File: src/rtl/core/dpic_pkg.sv
`timescale 1ns / 1ps

package dpic_pkg;

  // Item layouts
  typedef struct packed {
    logic [1:0]         operation;
    logic signed [11:0] temperature_tenths;
    logic [9:0]         humidity_tenths;
    logic [6:0]         soil_one_percent;
    logic [6:0]         soil_two_percent;
    logic [6:0]         water_percent;
    logic               pump_select;
    logic               switch_value;
  } in_item_t;

  typedef struct packed {
    logic [15:0] event_bits;
    logic        pump_one_on;
    logic        pump_two_on;
  } out_item_t;

  // Operation codes
  localparam logic [1:0] OP_SAMPLE = 2'd0;
  localparam logic [1:0] OP_TICK   = 2'd1;
  localparam logic [1:0] OP_MANUAL = 2'd2;
  localparam logic [1:0] OP_AUTO   = 2'd3;

  // Configuration register indexes
  localparam int unsigned CFG_IDX_W = 3;
  localparam logic [CFG_IDX_W-1:0] CFG_SOIL_THR  = 3'd0;
  localparam logic [CFG_IDX_W-1:0] CFG_WATER_THR = 3'd1;
  localparam logic [CFG_IDX_W-1:0] CFG_SHORT_SEC = 3'd2;
  localparam logic [CFG_IDX_W-1:0] CFG_MED_SEC   = 3'd3;
  localparam logic [CFG_IDX_W-1:0] CFG_LONG_SEC  = 3'd4;
  localparam logic [CFG_IDX_W-1:0] CFG_MAN_SEC   = 3'd5;

  // Configuration reset values
  localparam logic [6:0]  SOIL_THR_RST  = 7'd25;
  localparam logic [6:0]  WATER_THR_RST = 7'd10;
  localparam logic [11:0] SHORT_SEC_RST = 12'd10;
  localparam logic [11:0] MED_SEC_RST   = 12'd20;
  localparam logic [11:0] LONG_SEC_RST  = 12'd30;
  localparam logic [11:0] MAN_SEC_RST   = 12'd10;
  localparam logic [11:0] AUTO_SEC_RST  = 12'd10;

  // Decision thresholds: temperature and humidity in tenths, hysteresis in percent
  localparam logic signed [11:0] TEMP_HOT     = 12'sd320;
  localparam logic signed [11:0] TEMP_WARM    = 12'sd250;
  localparam logic signed [11:0] TEMP_RECOVER = 12'sd300;
  localparam logic [9:0] HUM_DRY    = 10'd100;
  localparam logic [9:0] HUM_NORMAL = 10'd180;
  localparam logic [9:0] HUM_LOW    = 10'd50;
  localparam logic [9:0] HUM_HIGH   = 10'd250;
  localparam logic [7:0] SOIL_HYST  = 8'd10;
  localparam logic [7:0] WATER_HYST = 8'd5;
  localparam logic [11:0] ELAPSED_MAX = 12'hFFF;

  // Event bit positions
  localparam int unsigned EV_SOIL_LSB     = 0;
  localparam int unsigned EV_TEMP         = 2;
  localparam int unsigned EV_HUM_LOW      = 3;
  localparam int unsigned EV_HUM_HIGH     = 4;
  localparam int unsigned EV_WATER        = 5;
  localparam int unsigned EV_AUTO_LSB     = 6;
  localparam int unsigned EV_MAN_ON_LSB   = 8;
  localparam int unsigned EV_MAN_OFF_LSB  = 10;
  localparam int unsigned EV_AUTO_END_LSB = 12;
  localparam int unsigned EV_MAN_END_LSB  = 14;

  // Latched alert positions
  localparam int unsigned ALR_SOIL_LSB = 0;
  localparam int unsigned ALR_TEMP     = 2;
  localparam int unsigned ALR_HUM      = 3;
  localparam int unsigned ALR_WATER    = 4;

endpackage

File: src/rtl/core/dual_pump_irrigation_controller.sv
`timescale 1ns / 1ps

// Channel   Direction  Handshake              Payload
// in_       input      in_valid / in_stall    in_item  (in_item_t)
// out_      output     out_valid / out_stall  out_item (out_item_t)
// cfg_      input      cfg_valid / cfg_ready  cfg_index, cfg_data
//
// One item is taken per cycle while in_stall is low; its result is presented
// after it passes the input register and then the result register.
// The controller state is updated in the same cycle as the result register
// is loaded, so items are processed strictly in order.
// rst_n is synchronous and active low; it restores all registers and state but the payload registers.
// A stalled output holds its item; the input register still takes one more
// item, and in_stall rises only when both registers are full and out_stall
// is high.

module dual_pump_irrigation_controller
  import dpic_pkg::*;
(
  input  logic                 clk,
  input  logic                 rst_n,
  input  logic                 in_valid,
  output logic                 in_stall,
  input  in_item_t             in_item,
  output logic                 out_valid,
  input  logic                 out_stall,
  output out_item_t            out_item,
  input  logic                 cfg_valid,
  output logic                 cfg_ready,
  input  logic [CFG_IDX_W-1:0] cfg_index,
  input  logic [11:0]          cfg_data
);

  // Humidity classes for the rule table
  localparam logic [1:0] AIR_DRY    = 2'd0;
  localparam logic [1:0] AIR_NORMAL = 2'd1;
  localparam logic [1:0] AIR_HUMID  = 2'd2;

  // Configuration registers
  logic [6:0]  soil_thr_r, water_thr_r;
  logic [11:0] short_sec_r, med_sec_r, long_sec_r, man_sec_r;

  // Controller state
  logic [1:0]  running_r, running_nxt;
  logic [1:0]  is_auto_r, is_auto_nxt;
  logic [11:0] elapsed_r [2];
  logic [11:0] elapsed_nxt [2];
  logic [11:0] auto_sec_r [2];
  logic [11:0] auto_sec_nxt [2];
  logic        auto_en_r, auto_en_nxt;
  logic [4:0]  alert_r, alert_nxt;

  // Pipeline registers
  in_item_t    s1_item_r;
  logic        s1_valid_r;
  out_item_t   out_item_r;
  logic        out_valid_r;

  logic        in_take;
  logic        s1_adv;

  // Working signals for the item in the input register
  logic [6:0]  soil_pct [2];
  logic [1:0]  soil_dry;
  logic [1:0]  soil_wet;
  logic [7:0]  soil_clr_lim;
  logic [7:0]  water_clr_lim;
  logic        water_ok;
  logic        hum_out;
  logic [1:0]  air_cls;
  logic [11:0] rule_sec;
  logic [11:0] tick_elapsed [2];
  logic [11:0] tick_limit [2];
  logic [1:0]  sel_mask;
  logic [15:0] ev;

  // Handshake. The result register frees when it is empty or being taken.
  assign s1_adv    = s1_valid_r && (!out_valid_r || !out_stall);
  assign in_stall  = s1_valid_r && !s1_adv;
  assign in_take   = in_valid && !in_stall;
  assign out_valid = out_valid_r;
  assign out_item  = out_item_r;
  assign cfg_ready = 1'b1;

  always_ff @(posedge clk) begin
    if (!rst_n) begin
      soil_thr_r  <= SOIL_THR_RST;
      water_thr_r <= WATER_THR_RST;
      short_sec_r <= SHORT_SEC_RST;
      med_sec_r   <= MED_SEC_RST;
      long_sec_r  <= LONG_SEC_RST;
      man_sec_r   <= MAN_SEC_RST;
    end else if (cfg_valid && cfg_ready) begin
      case (cfg_index)
        CFG_SOIL_THR:  soil_thr_r  <= cfg_data[6:0];
        CFG_WATER_THR: water_thr_r <= cfg_data[6:0];
        CFG_SHORT_SEC: short_sec_r <= cfg_data;
        CFG_MED_SEC:   med_sec_r   <= cfg_data;
        CFG_LONG_SEC:  long_sec_r  <= cfg_data;
        CFG_MAN_SEC:   man_sec_r   <= cfg_data;
        default: begin
        end
      endcase
    end
  end

  // Thresholds and classification of the sample
  assign soil_pct[0]   = s1_item_r.soil_one_percent;
  assign soil_pct[1]   = s1_item_r.soil_two_percent;
  assign soil_clr_lim  = {1'b0, soil_thr_r} + SOIL_HYST;
  assign water_clr_lim = {1'b0, water_thr_r} + WATER_HYST;
  assign water_ok      = s1_item_r.water_percent > water_thr_r;
  assign hum_out       = (s1_item_r.humidity_tenths < HUM_LOW) ||
                         (s1_item_r.humidity_tenths > HUM_HIGH);
  assign sel_mask      = {s1_item_r.pump_select, !s1_item_r.pump_select};

  always_comb begin
    for (int p = 0; p < 2; p++) begin
      soil_dry[p] = soil_pct[p] <= soil_thr_r;
      soil_wet[p] = {1'b0, soil_pct[p]} > soil_clr_lim;
    end
  end

  // Run time table: temperature band by humidity class.
  always_comb begin
    if (s1_item_r.humidity_tenths < HUM_DRY) begin
      air_cls = AIR_DRY;
    end else if (s1_item_r.humidity_tenths < HUM_NORMAL) begin
      air_cls = AIR_NORMAL;
    end else begin
      air_cls = AIR_HUMID;
    end
    if (s1_item_r.temperature_tenths >= TEMP_HOT) begin
      rule_sec = (air_cls == AIR_HUMID) ? med_sec_r : long_sec_r;
    end else if (s1_item_r.temperature_tenths >= TEMP_WARM) begin
      rule_sec = (air_cls == AIR_HUMID) ? short_sec_r : med_sec_r;
    end else begin
      rule_sec = (air_cls == AIR_DRY) ? med_sec_r : short_sec_r;
    end
  end

  // Timer step for each pump: saturating count and its stop limit.
  always_comb begin
    for (int p = 0; p < 2; p++) begin
      tick_elapsed[p] = (elapsed_r[p] < ELAPSED_MAX) ? elapsed_r[p] + 12'd1 : elapsed_r[p];
      tick_limit[p]   = is_auto_r[p] ? auto_sec_r[p] : man_sec_r;
    end
  end

  always_comb begin
    running_nxt  = running_r;
    is_auto_nxt  = is_auto_r;
    elapsed_nxt  = elapsed_r;
    auto_sec_nxt = auto_sec_r;
    auto_en_nxt  = auto_en_r;
    alert_nxt    = alert_r;
    ev           = '0;
    case (s1_item_r.operation)
      OP_SAMPLE: begin
        // Each alert is reported only on the sample that latches it, and clears once the
        // reading is back past its hysteresis limit (humidity: once back in range).
        for (int p = 0; p < 2; p++) begin
          if (!alert_r[ALR_SOIL_LSB + p]) begin
            if (soil_dry[p]) begin
              alert_nxt[ALR_SOIL_LSB + p] = 1'b1;
              ev[EV_SOIL_LSB + p]         = 1'b1;
            end
          end else if (soil_wet[p]) begin
            alert_nxt[ALR_SOIL_LSB + p] = 1'b0;
          end
        end
        if (!alert_r[ALR_TEMP]) begin
          if (s1_item_r.temperature_tenths >= TEMP_HOT) begin
            alert_nxt[ALR_TEMP] = 1'b1;
            ev[EV_TEMP]         = 1'b1;
          end
        end else if (s1_item_r.temperature_tenths < TEMP_RECOVER) begin
          alert_nxt[ALR_TEMP] = 1'b0;
        end
        if (!alert_r[ALR_HUM]) begin
          if (hum_out) begin
            alert_nxt[ALR_HUM] = 1'b1;
            if (s1_item_r.humidity_tenths < HUM_LOW) begin
              ev[EV_HUM_LOW] = 1'b1;
            end else begin
              ev[EV_HUM_HIGH] = 1'b1;
            end
          end
        end else if (!hum_out) begin
          alert_nxt[ALR_HUM] = 1'b0;
        end
        if (!alert_r[ALR_WATER]) begin
          if (!water_ok) begin
            alert_nxt[ALR_WATER] = 1'b1;
            ev[EV_WATER]         = 1'b1;
          end
        end else if ({1'b0, s1_item_r.water_percent} > water_clr_lim) begin
          alert_nxt[ALR_WATER] = 1'b0;
        end
        // Automatic start, in auto mode, of an idle pump whose bed is dry while water is sufficient.
        for (int p = 0; p < 2; p++) begin
          if (auto_en_r && !running_r[p] && soil_dry[p] && water_ok) begin
            auto_sec_nxt[p]     = rule_sec;
            running_nxt[p]      = 1'b1;
            is_auto_nxt[p]      = 1'b1;
            elapsed_nxt[p]      = '0;
            ev[EV_AUTO_LSB + p] = 1'b1;
          end
        end
      end
      OP_TICK: begin
        for (int p = 0; p < 2; p++) begin
          if (running_r[p]) begin
            elapsed_nxt[p] = tick_elapsed[p];
            if (tick_elapsed[p] >= tick_limit[p]) begin
              running_nxt[p] = 1'b0;
              if (is_auto_r[p]) begin
                ev[EV_AUTO_END_LSB + p] = 1'b1;
              end else begin
                ev[EV_MAN_END_LSB + p] = 1'b1;
              end
            end
          end
        end
      end
      OP_MANUAL: begin
        // Manual commands have no effect while auto mode is on.
        if (!auto_en_r) begin
          is_auto_nxt = is_auto_r & ~sel_mask;
          if (s1_item_r.switch_value) begin
            running_nxt                         = running_r | sel_mask;
            elapsed_nxt[s1_item_r.pump_select]  = '0;
            ev[EV_MAN_ON_LSB +: 2]              = sel_mask;
          end else begin
            running_nxt             = running_r & ~sel_mask;
            ev[EV_MAN_OFF_LSB +: 2] = running_r & sel_mask;
          end
        end
      end
      OP_AUTO: begin
        // Leaving auto mode stops both pumps without reporting it.
        auto_en_nxt = s1_item_r.switch_value;
        if (!s1_item_r.switch_value) begin
          running_nxt = '0;
        end
      end
      default: begin
      end
    endcase
  end

  always_ff @(posedge clk) begin
    if (!rst_n) begin
      s1_valid_r  <= 1'b0;
      out_valid_r <= 1'b0;
      running_r   <= '0;
      is_auto_r   <= '0;
      elapsed_r   <= '{default: '0};
      auto_sec_r  <= '{default: AUTO_SEC_RST};
      auto_en_r   <= 1'b0;
      alert_r     <= '0;
    end else begin
      if (in_take) begin
        s1_valid_r <= 1'b1;
      end else if (s1_adv) begin
        s1_valid_r <= 1'b0;
      end
      if (s1_adv) begin
        out_valid_r <= 1'b1;
        running_r   <= running_nxt;
        is_auto_r   <= is_auto_nxt;
        elapsed_r   <= elapsed_nxt;
        auto_sec_r  <= auto_sec_nxt;
        auto_en_r   <= auto_en_nxt;
        alert_r     <= alert_nxt;
      end else if (!out_stall) begin
        out_valid_r <= 1'b0;
      end
    end
  end

  // Payload registers
  always_ff @(posedge clk) begin
    if (in_take) begin
      s1_item_r <= in_item;
    end
    if (s1_adv) begin
      out_item_r.event_bits  <= ev;
      out_item_r.pump_one_on <= running_nxt[0];
      out_item_r.pump_two_on <= running_nxt[1];
    end
  end

endmodule

File: config.mk
export PLATFORM = sky130hd
export DESIGN_NAME = dual_pump_irrigation_controller
export DESIGN_NICKNAME = d
export VERILOG_FILES = /design/src/rtl/core/dpic_pkg.sv /design/src/rtl/core/dual_pump_irrigation_controller.sv
export SDC_FILE = /design/constraint.sdc
export NUM_CORES = 1
export LEC_CHECK = 0
export BUFFER_PORTS_ARGS = -buffer_cell sky130_fd_sc_hd__buf_2
export CAP_MARGIN = 10
export CORE_UTILIZATION = 25
export DETAILED_ROUTE_END_ITERATION = 8
export PLACE_DENSITY_LB_ADDON = 0.15
export SLEW_MARGIN = 10
export SYNTH_ARGS = -nofsm -noshare
export SYNTH_HDL_FRONTEND = slang
export SYNTH_SLANG_ARGS = --single-unit
File: constraint.sdc
create_clock -name clk -period 7.35 [get_ports clk]
set_input_delay 1.1025 -clock clk [delete_from_list [all_inputs] [get_ports clk]]
set_output_delay 1.1025 -clock clk [all_outputs]
set_load 0.005 [all_outputs]
==> reports/results.txt <==
Avg Inst Size Synth = 8.973 sq um
CTS Hold Bufs = 0
flops & latches, synth = 186
area of the multi-input gates = 5184 sq um
Core Area = 38830 sq um
gpl congestion = 0.7818
row count = 72
ys async rst share = 0
largest area contributor in the netlist = dfxtp_1
first-pass GRT wire length = 44510 um
Top Family by Delay on Critical Path = compound AO/OA/AOI/OAI gates
CTS root buffer = clkbuf_16
# nets final = 1295
Max stage delay cell, worst path = or3_1
Startpoint Class = register
main flop type after synthesis = dfxtp_1
max cap viols = 0
Clock Sink Count = 186
worst skew pair latency = 0.45 ns
Starting DRT DRC Count = 386
Leak = 4.411 nW
synthesized area = 9888 sq um
WP buf/inv = 0
Slew @ Worst Pin = 1.011 ns
Placed Instance Area = 10800 sq um
Port-buffer cells = 85
Initial Utilization = 0.2547
EDFF count, synth = 64
Vias/cell = 4.732
register area share after synthesis = 0.4414
hpwl dp = 19940 um
RSZ-0062 raised after global routing = no
vias = 7983
CP arrival = 4.05 ns
PD cells = 200.4 nW/um^2
CP peak stage delay = 0.53 ns
max_slew headroom = 0.3233
register area = 4364 sq um
antenna cells = 0
Post-synth top cells = 245 x nand2_1, 122 x dfxtp_1, 86 x a21oi_1
post-CTS resize count = 0
synth top area cells = dfxtp_1 25%, edfxtp_1 19%, nand2_1 9.3%
ANT nets after route = 0
Syn Inst Count = 1102
Setup Viol. Count Final = 0
non-filler instance count after layout = 1687
critical path class = register to register
CP Max Fanout = 13
hold slack = 0.4583 ns
CTS tree = built
Die Area = 40350 sq um
crit share post-route = 0.5013
CP endpoint kind = register
total of fill cells in the finished design = 4134
initial antenna violation count = 0
Worst EP required = 7.72 ns
Die Wd = 200.9 um
Top Ports = 88
vias in the first global route = 7810
Cell Count Post-Placement = 1655
TritonCTS Buffers = 17
Cell variety after synth = 65
routed wire length = 28070 um
area delta synth->final = 15.48%
fin crit period = 3.684 ns
HP Class = register to register
WL/cell = 16.64 um
DR pass1 iterations = 7
maximum VDD drop = 0.1755 mV
clk_skew = 0.01912 ns
top-count cell post-synth = nand2_1
clock-pin slew on the worst setup and hold paths = 0.09 ns
pre-CTS WS = 3.666 ns
Remaining DRCs = 0
Synth Net Count = 1241
CTS H-tree lvls = 4
Yosys top cell area share = 0.2470
die height = 200.9 um
Setup TNS = 0 ns
worst path cell trace = ha_1 -> nand3_1 -> or3_1 -> nor2b_1 -> nand3_1 -> xnor2_1 -> ha_1 -> a21o_1 -> a21o_1 -> a21oi_1 -> o31a_1 -> o2111ai_1 -> a31o_2 -> nor3_1
Remaining Overflow, GRT = 0
# Post-CTS Setup Buffers = 0
worst-case clock buffer depth = 2
final setup margin = 3.666 ns
status = complete, no violations
GRT Total Usage = 0.1418
f_max = 0.2714 GHz
share of cells above drive strength 1 = 0.1215
largest net degree at the start of global routing = 70
final instance area = 11420 sq um
warning count from the yosys run = 0
fin. max-slew vios = 0
Final Hold Viols = 0
[sequential cells by signal (all words and copies together) (netlist names), 2 cells and up]
signal,flops
out_item,18
short_sec_r,12
elapsed_r,24
alert_r,5
med_sec_r,12
is_auto_r,2
water_thr_r,7
man_sec_r,12
running_r,2
soil_thr_r,7
long_sec_r,12
auto_sec_r,24
s1_item_r,46
[worst min-delay path: cells and delay by family (launching register included)]
family	cells	cell delay [ns]
and+or+nand+nor	1	0.05
AOI/OAI and AO/OA	1	0.05
DFF	1	0.32
[layout by cell type, fill, tap and decap left out, drive strengths merged, types with 4 or more instances in the layout]
cell	count
a22o	6
o211ai	4
and3	8
o2bb2ai	8
ha	72
a32oi	11
a21oi	86
nor2b	11
nand4	21
nand3b	4
a41oi	4
clkinv	7
clkbuf	17
o22ai	30
nor4	4
o21ai	38
a21o	12
buf	94
inv	38
nor2	49
xnor2	17
nand2	246
xor2	6
nand2b	10
nor3	12
mux2i	50
edfxtp	64
mux2	5
nor3b	4
and2	6
o31a	4
nand3	43
a31oi	4
a211oi	7
dfxtp	122
[per-layer routing]
layer / track usage / vias up / part of all wire
met5: 0 / - / 0
met4: 0.03190 / 0 / 0.0084
met3: 0.02289 / 13 / 0.027
met2: 0.2296 / 137 / 0.46
met1: 0.1966 / 3756 / 0.51
li1: - / 4077 / -
[metrics by stage]
| stage | util | total power, mW |
|---|---|---|
| 2_1_floorplan | - | 1.263 |
| 3_3_place_gp | 0.2782 | 1.349 |
| 3_5_place_dp | 0.2782 | 1.351 |
| 4_1_cts | 0.2941 | 2.324 |
| 5_1_grt | 0.2941 | 2.392 |
| 6_report | 0.2941 | 2.288 |
[cells by family after synthesis]
kind of cell / after synthesis / synth area share
flops: 186 / 0.4414
fa+ha+maj: 72 / 0.09110
compound gates: 244 / 0.1584
mux: 55 / 0.05631
xor+xnor: 23 / 0.02037
buf+inv: 89 / 0.03556
simple gates: 432 / 0.1965
other cells: 1 / 0.0003792
[final timing paths]
check | startpoint | end | slack [ns] | cells after the start
max reg2reg | elapsed_r[0]$_SDFFE_PN0P_ | running_r[1]$_SDFFE_PN0P_ | 3.67 | 14
min reg2reg | long_sec_r[10]$_SDFFE_PN0P_ | long_sec_r[10]$_SDFFE_PN0P_ | 0.46 | 2
max | elapsed_r[0]$_SDFFE_PN0P_ | running_r[1]$_SDFFE_PN0P_ | 3.67 | 14
min | long_sec_r[10]$_SDFFE_PN0P_ | long_sec_r[10]$_SDFFE_PN0P_ | 0.46 | 2
[report_power, final]
group	internal, mW	total [mW]	leakage [nW]	switching (mW)
combinational	0.0736	0.208	2.50	0.134
sequential	1.09	1.12	1.61	0.0214
clock	0.468	0.964	0.302	0.496
[area by class of cell]
| class | instances | area share |
|---|---|---|
| inverters | 30 | 0.009862 |
| clock buffers | 17 | 0.03726 |
| repair buffers | 94 | 0.04317 |
| clock inverters | 15 | 0.01677 |
| well taps | 518 | 0.05676 |
| flip-flops and latches | 186 | 0.3822 |
| multi-input cells | 827 | 0.4540 |
Power figures use the tool's default switching activity.
